$ cat src/rtl/savs_pkg.sv
// shared types, constants and helpers for the sign-aligned vector smoother
package savs_pkg;

  localparam int MaxWidth  = 2048;
  localparam int MaxHeight = 4096;
  localparam int FracBits  = 14;

  localparam int ColW = $clog2(MaxWidth);
  localparam int RowW = $clog2(MaxHeight);
  localparam int FwW  = 12;
  localparam int FhW  = 13;
  localparam int ThrW = 16;
  localparam int CfgW = 16;
  localparam int SumW = 20;
  localparam int LenW = 2 * SumW;
  localparam int MagW = FracBits + 1;
  localparam int CntW = $clog2(MagW + 1);
  localparam int AccW = LenW + 2 * MagW + 2;

  localparam logic [1:0] REG_WIDTH  = 2'd0;
  localparam logic [1:0] REG_HEIGHT = 2'd1;
  localparam logic [1:0] REG_THRESH = 2'd2;

  typedef logic [31:0] pix_t;

  // one result request handed from the front to the back
  typedef struct packed {
    pix_t [8:0] win;
    logic       rlo_top;
    logic       rlo_mid;
    logic       clo_l;
    logic       clo_m;
    logic       rc_low;
    logic       cc_right;
    logic       last;
    logic       eof;
  } job_t;

  function automatic logic signed [15:0] vx_of(input pix_t p);
    vx_of = p[15:0];
  endfunction

  function automatic logic signed [15:0] vy_of(input pix_t p);
    vy_of = p[31:16];
  endfunction

endpackage

$ cat src/rtl/savs_fifo.sv
// short request queue between front and back
module savs_fifo (
  input  logic            clk,
  input  logic            rst_n,
  input  logic            wr_valid,
  output logic            wr_ready,
  input  savs_pkg::job_t  wr_data,
  output logic            rd_valid,
  input  logic            rd_ready,
  output savs_pkg::job_t  rd_data
);
  import savs_pkg::*;

  job_t       buf_r [2];
  logic       wp_r, rp_r;
  logic [1:0] cnt_r;

  assign wr_ready = (cnt_r != 2'd2);
  assign rd_valid = (cnt_r != 2'd0);
  assign rd_data  = buf_r[rp_r];

  always_ff @(posedge clk) begin
    if (wr_valid && wr_ready) buf_r[wp_r] <= wr_data;
  end

  always_ff @(posedge clk) begin
    if (!rst_n) begin
      wp_r  <= 1'b0;
      rp_r  <= 1'b0;
      cnt_r <= '0;
    end else begin
      if (wr_valid && wr_ready) wp_r <= ~wp_r;
      if (rd_valid && rd_ready) rp_r <= ~rp_r;
      cnt_r <= cnt_r + 2'((wr_valid && wr_ready)) - 2'((rd_valid && rd_ready));
    end
  end

endmodule

$ cat config.mk
export PLATFORM = sky130hd
export DESIGN_NAME = savs_fifo
export DESIGN_NICKNAME = d
export VERILOG_FILES = /design/src/rtl/savs_pkg.sv /design/src/rtl/savs_fifo.sv
export SDC_FILE = /design/constraint.sdc
export NUM_CORES = 1
export LEC_CHECK = 0
export BUFFER_PORTS_ARGS = -buffer_cell sky130_fd_sc_hd__buf_2
export CELL_PAD_IN_SITES_DETAIL_PLACEMENT = 0
export CELL_PAD_IN_SITES_GLOBAL_PLACEMENT = 1
export CORE_AREA = 2 2 234 236
export DETAILED_ROUTE_END_ITERATION = 10
export DIE_AREA = 0 0 236 238
export PLACE_DENSITY = 0.79
export SETUP_SLACK_MARGIN = 0.2
export SYNTH_ARGS = -nofsm -noshare
export SYNTH_HDL_FRONTEND = slang
export SYNTH_SLANG_ARGS = --single-unit
$ cat constraint.sdc
create_clock -name clk -period 30.7 [get_ports clk]
set_clock_uncertainty 0.05 [all_clocks]
set_input_delay 9.21 -clock clk [delete_from_list [all_inputs] [get_ports clk]]
set_output_delay 9.21 -clock clk [all_outputs]
set_load 0.05 [all_outputs]
==> results_dict.tcl <==
set metrics [dict create \
    status "finished clean" \
    crit_buf_inv 4 \
    tightestPinTransition_ns 1.18 \
    placed_area_sq_mm 0.0262 \
    initial_core_util 0.422 \
    grt_start_max_net_pins 164 \
    critPathLaunchType "flip-flop" \
    die_height_microns 238 \
    drt-initial-drc-count 587 \
    dieWidth_microns 236 \
    fin_crit_sh 0.450 \
    path_common_cell "buf_4" \
    cp_max_fo 60 \
    netlist_area_sq_mm 0.0226 \
    fin_cells 2330 \
    grt_pass1_vias 11472 \
    top_layer "met5" \
    wirelength_microns 49000 \
    p_leak_nw 10.8 \
    wl_met3_microns 3370 \
    final.min_clock_period_ns 13.81 \
    power_mw 2.65 \
    fin_area_sq_mm 0.0280 \
    track_usage 0.166 \
    tns_ns 0 \
    gp_congestion 0.799 \
    worst_path_largest_cell_delay_ns 0.94 \
    hold_buffers 0 \
    clkLatencyLatePin_ns 0.58 \
    worst_slack_ns 16.89 \
    layout_commonest_cell "buf_2" \
    syn_inst 945 \
    grt_pass1_wl_microns 69800 \
    power_density_mw_per_mm2 94.8 \
    clock-sinks 597 \
    synth_cell_types 18 \
    r2r_end "buf_r[1][108]" \
    crit_required_ns 21.44 \
    post_cts.repair.setup_buffers 0 \
    slew_violations 0 \
    ios 598 \
    areaGrowthSynthToFinish_pct 23.9 \
    hold_ws_ns 0.484 \
    hold_class "reg2reg" \
    arrival_ns 4.55 \
    grt_setup_unrepaired "false" \
    io_buffers 597 \
    cp_slowest_cell "dfxtp_4" \
    route.met2.wl_microns 25600 \
    clk_pin_slew_ns 0.06 \
    crit_path_cell_trace "buf_4 -> buf_4 -> buf_4 -> mux2_4 -> buf_2" \
    dp.cells 2217 \
    cts-buffers-inserted 58 \
    fin_nets 1883 \
    slew_headroom 0.211 \
    drive_gt1_frac 0.606 \
    dp_slack_ns 17.44 \
    r2r_setup_slack_ns 27.24 \
    met1_length_microns 18600 \
    synth_nets 1247 \
    clockBufferDepth 3 \
    hold_viol 0 \
    worstReg2RegStart "cnt_r[0]" \
    min_from "wp_r" \
    ys_seq_elements 597 \
    vias 11100 \
    drc_errors 0 \
    vias_per_cell 4.76 \
    cts_resized 0 \
    hold_end "wp_r" \
    cts-root-buf "clkbuf_16" \
    antenna_found_initial 15 \
    ir_drop_mv 0.0720 \
    synth-warning-count 0 \
    cts_max_level 2 \
    globalRouteOverflowTotal 0 \
    r2r_cells 4 \
    ant_nets 0 \
    holdPathStages 2 \
    drv_cap 0 \
    place_hpwl_microns 34400 \
    final_cell_mix "buf_2, edfxtp_1, mux2_4" \
    setup_viol 0 \
    cp_top_family "buffers and inverters" \
    first_pass_iters 4 \
    synth.avg_cell_area_sq_um 23.9 \
    rows 85 \
    crit_type "reg2out" \
    ys_seq_area_frac 0.792 \
    wl_per_cell_microns 21.0 \
    endpoint_kind "primary output" \
    design.core.area_sq_mm 0.0535 \
    fmax_mhz 72.4 \
    dieArea_sq_mm 0.0562 \
    fin_util 0.523 \
    cts_tree "done" \
]
[report_power, final]
part	switching (mW)	internal, mW
Combinational	0.654	0.285
Sequential	0.0362	1.03
Clock	0.284	0.367
[worst max path at each step]
| stage | end | slack, ns | depth (start not counted) |
|---|---|---|---|
| after floorplan | buf_r[0][0] | 8.10 | 2 |
| after global placement | rd_data[95] | 17.51 | 5 |
| after detailed placement | rd_data[100] | 17.44 | 5 |
| after CTS | rd_data[100] | 16.77 | 5 |
| after global routing | rd_data[168] | 16.64 | 5 |
| final | rd_data[168] | 16.89 | 5 |
[logic make-up (layout without fill, tap and decap cells)]
| logic type | Yosys count | in the layout | synth area share |
|---|---|---|---|
| AOI/OAI and AO/OA | 1 | 1 | 0.000333 |
| xor gates and xnor gates | 3 | 3 | 0.00116 |
| adders and majority gates | 2 | 2 | 0.00111 |
| buffers and inverters | 34 | 713 | 0.0152 |
| DFF | 597 | 597 | 0.792 |
| muxes | 297 | 297 | 0.188 |
| other | 0 | 10 | 0 |
| and+or+nand+nor | 11 | 11 | 0.00271 |
[flip-flops by register name (all words and copies together) (netlist names), named ones only]
signal,cells
rp_r,1
wp_r,1
cnt_r,2
buf_r,592
[final cells by class]
class	instances	area (sq um)
antenna	10	25.0
clock buffer	71	1520
clock inverter	32	209
fill	4250	25500
inverter	1	3.75
multi-input combinational	314	4380
sequential	597	17900
tap	696	871
timing repair buffer	609	3090
[cell usage after synthesis]
master | instances | area [sq um]
or2_2 | 1 | 6.26
mux2i_1 | 1 | 10.0
mux2_2 | 56 | 631
nand2_1 | 2 | 7.51
and2_1 | 2 | 12.5
xnor2_1 | 3 | 26.3
buf_6 | 28 | 315
buf_2 | 5 | 25.0
and3_1 | 1 | 6.26
nand2b_1 | 2 | 12.5
ha_1 | 2 | 25.0
inv_1 | 1 | 3.75
dfxtp_1 | 5 | 100
edfxtp_1 | 592 | 17800
o21a_1 | 1 | 7.51
mux2_4 | 240 | 3600
nor2_1 | 1 | 3.75
nor2b_1 | 2 | 12.5
[layer usage]
layer	vias to the layer above	global-route usage
met5	-	0
met4	12	0.0679
met3	88	0.0477
met2	411	0.292
met1	5529	0.190
li1	5060	-
[worst register-to-register path, cell delays in order, from the launching register on]
cell      delay, ns
dfxtp_1        0.37
nand2b_1       0.17
and3_4         0.72
buf_4          0.88
buf_4          0.84
Power figures use the tool's default switching activity.
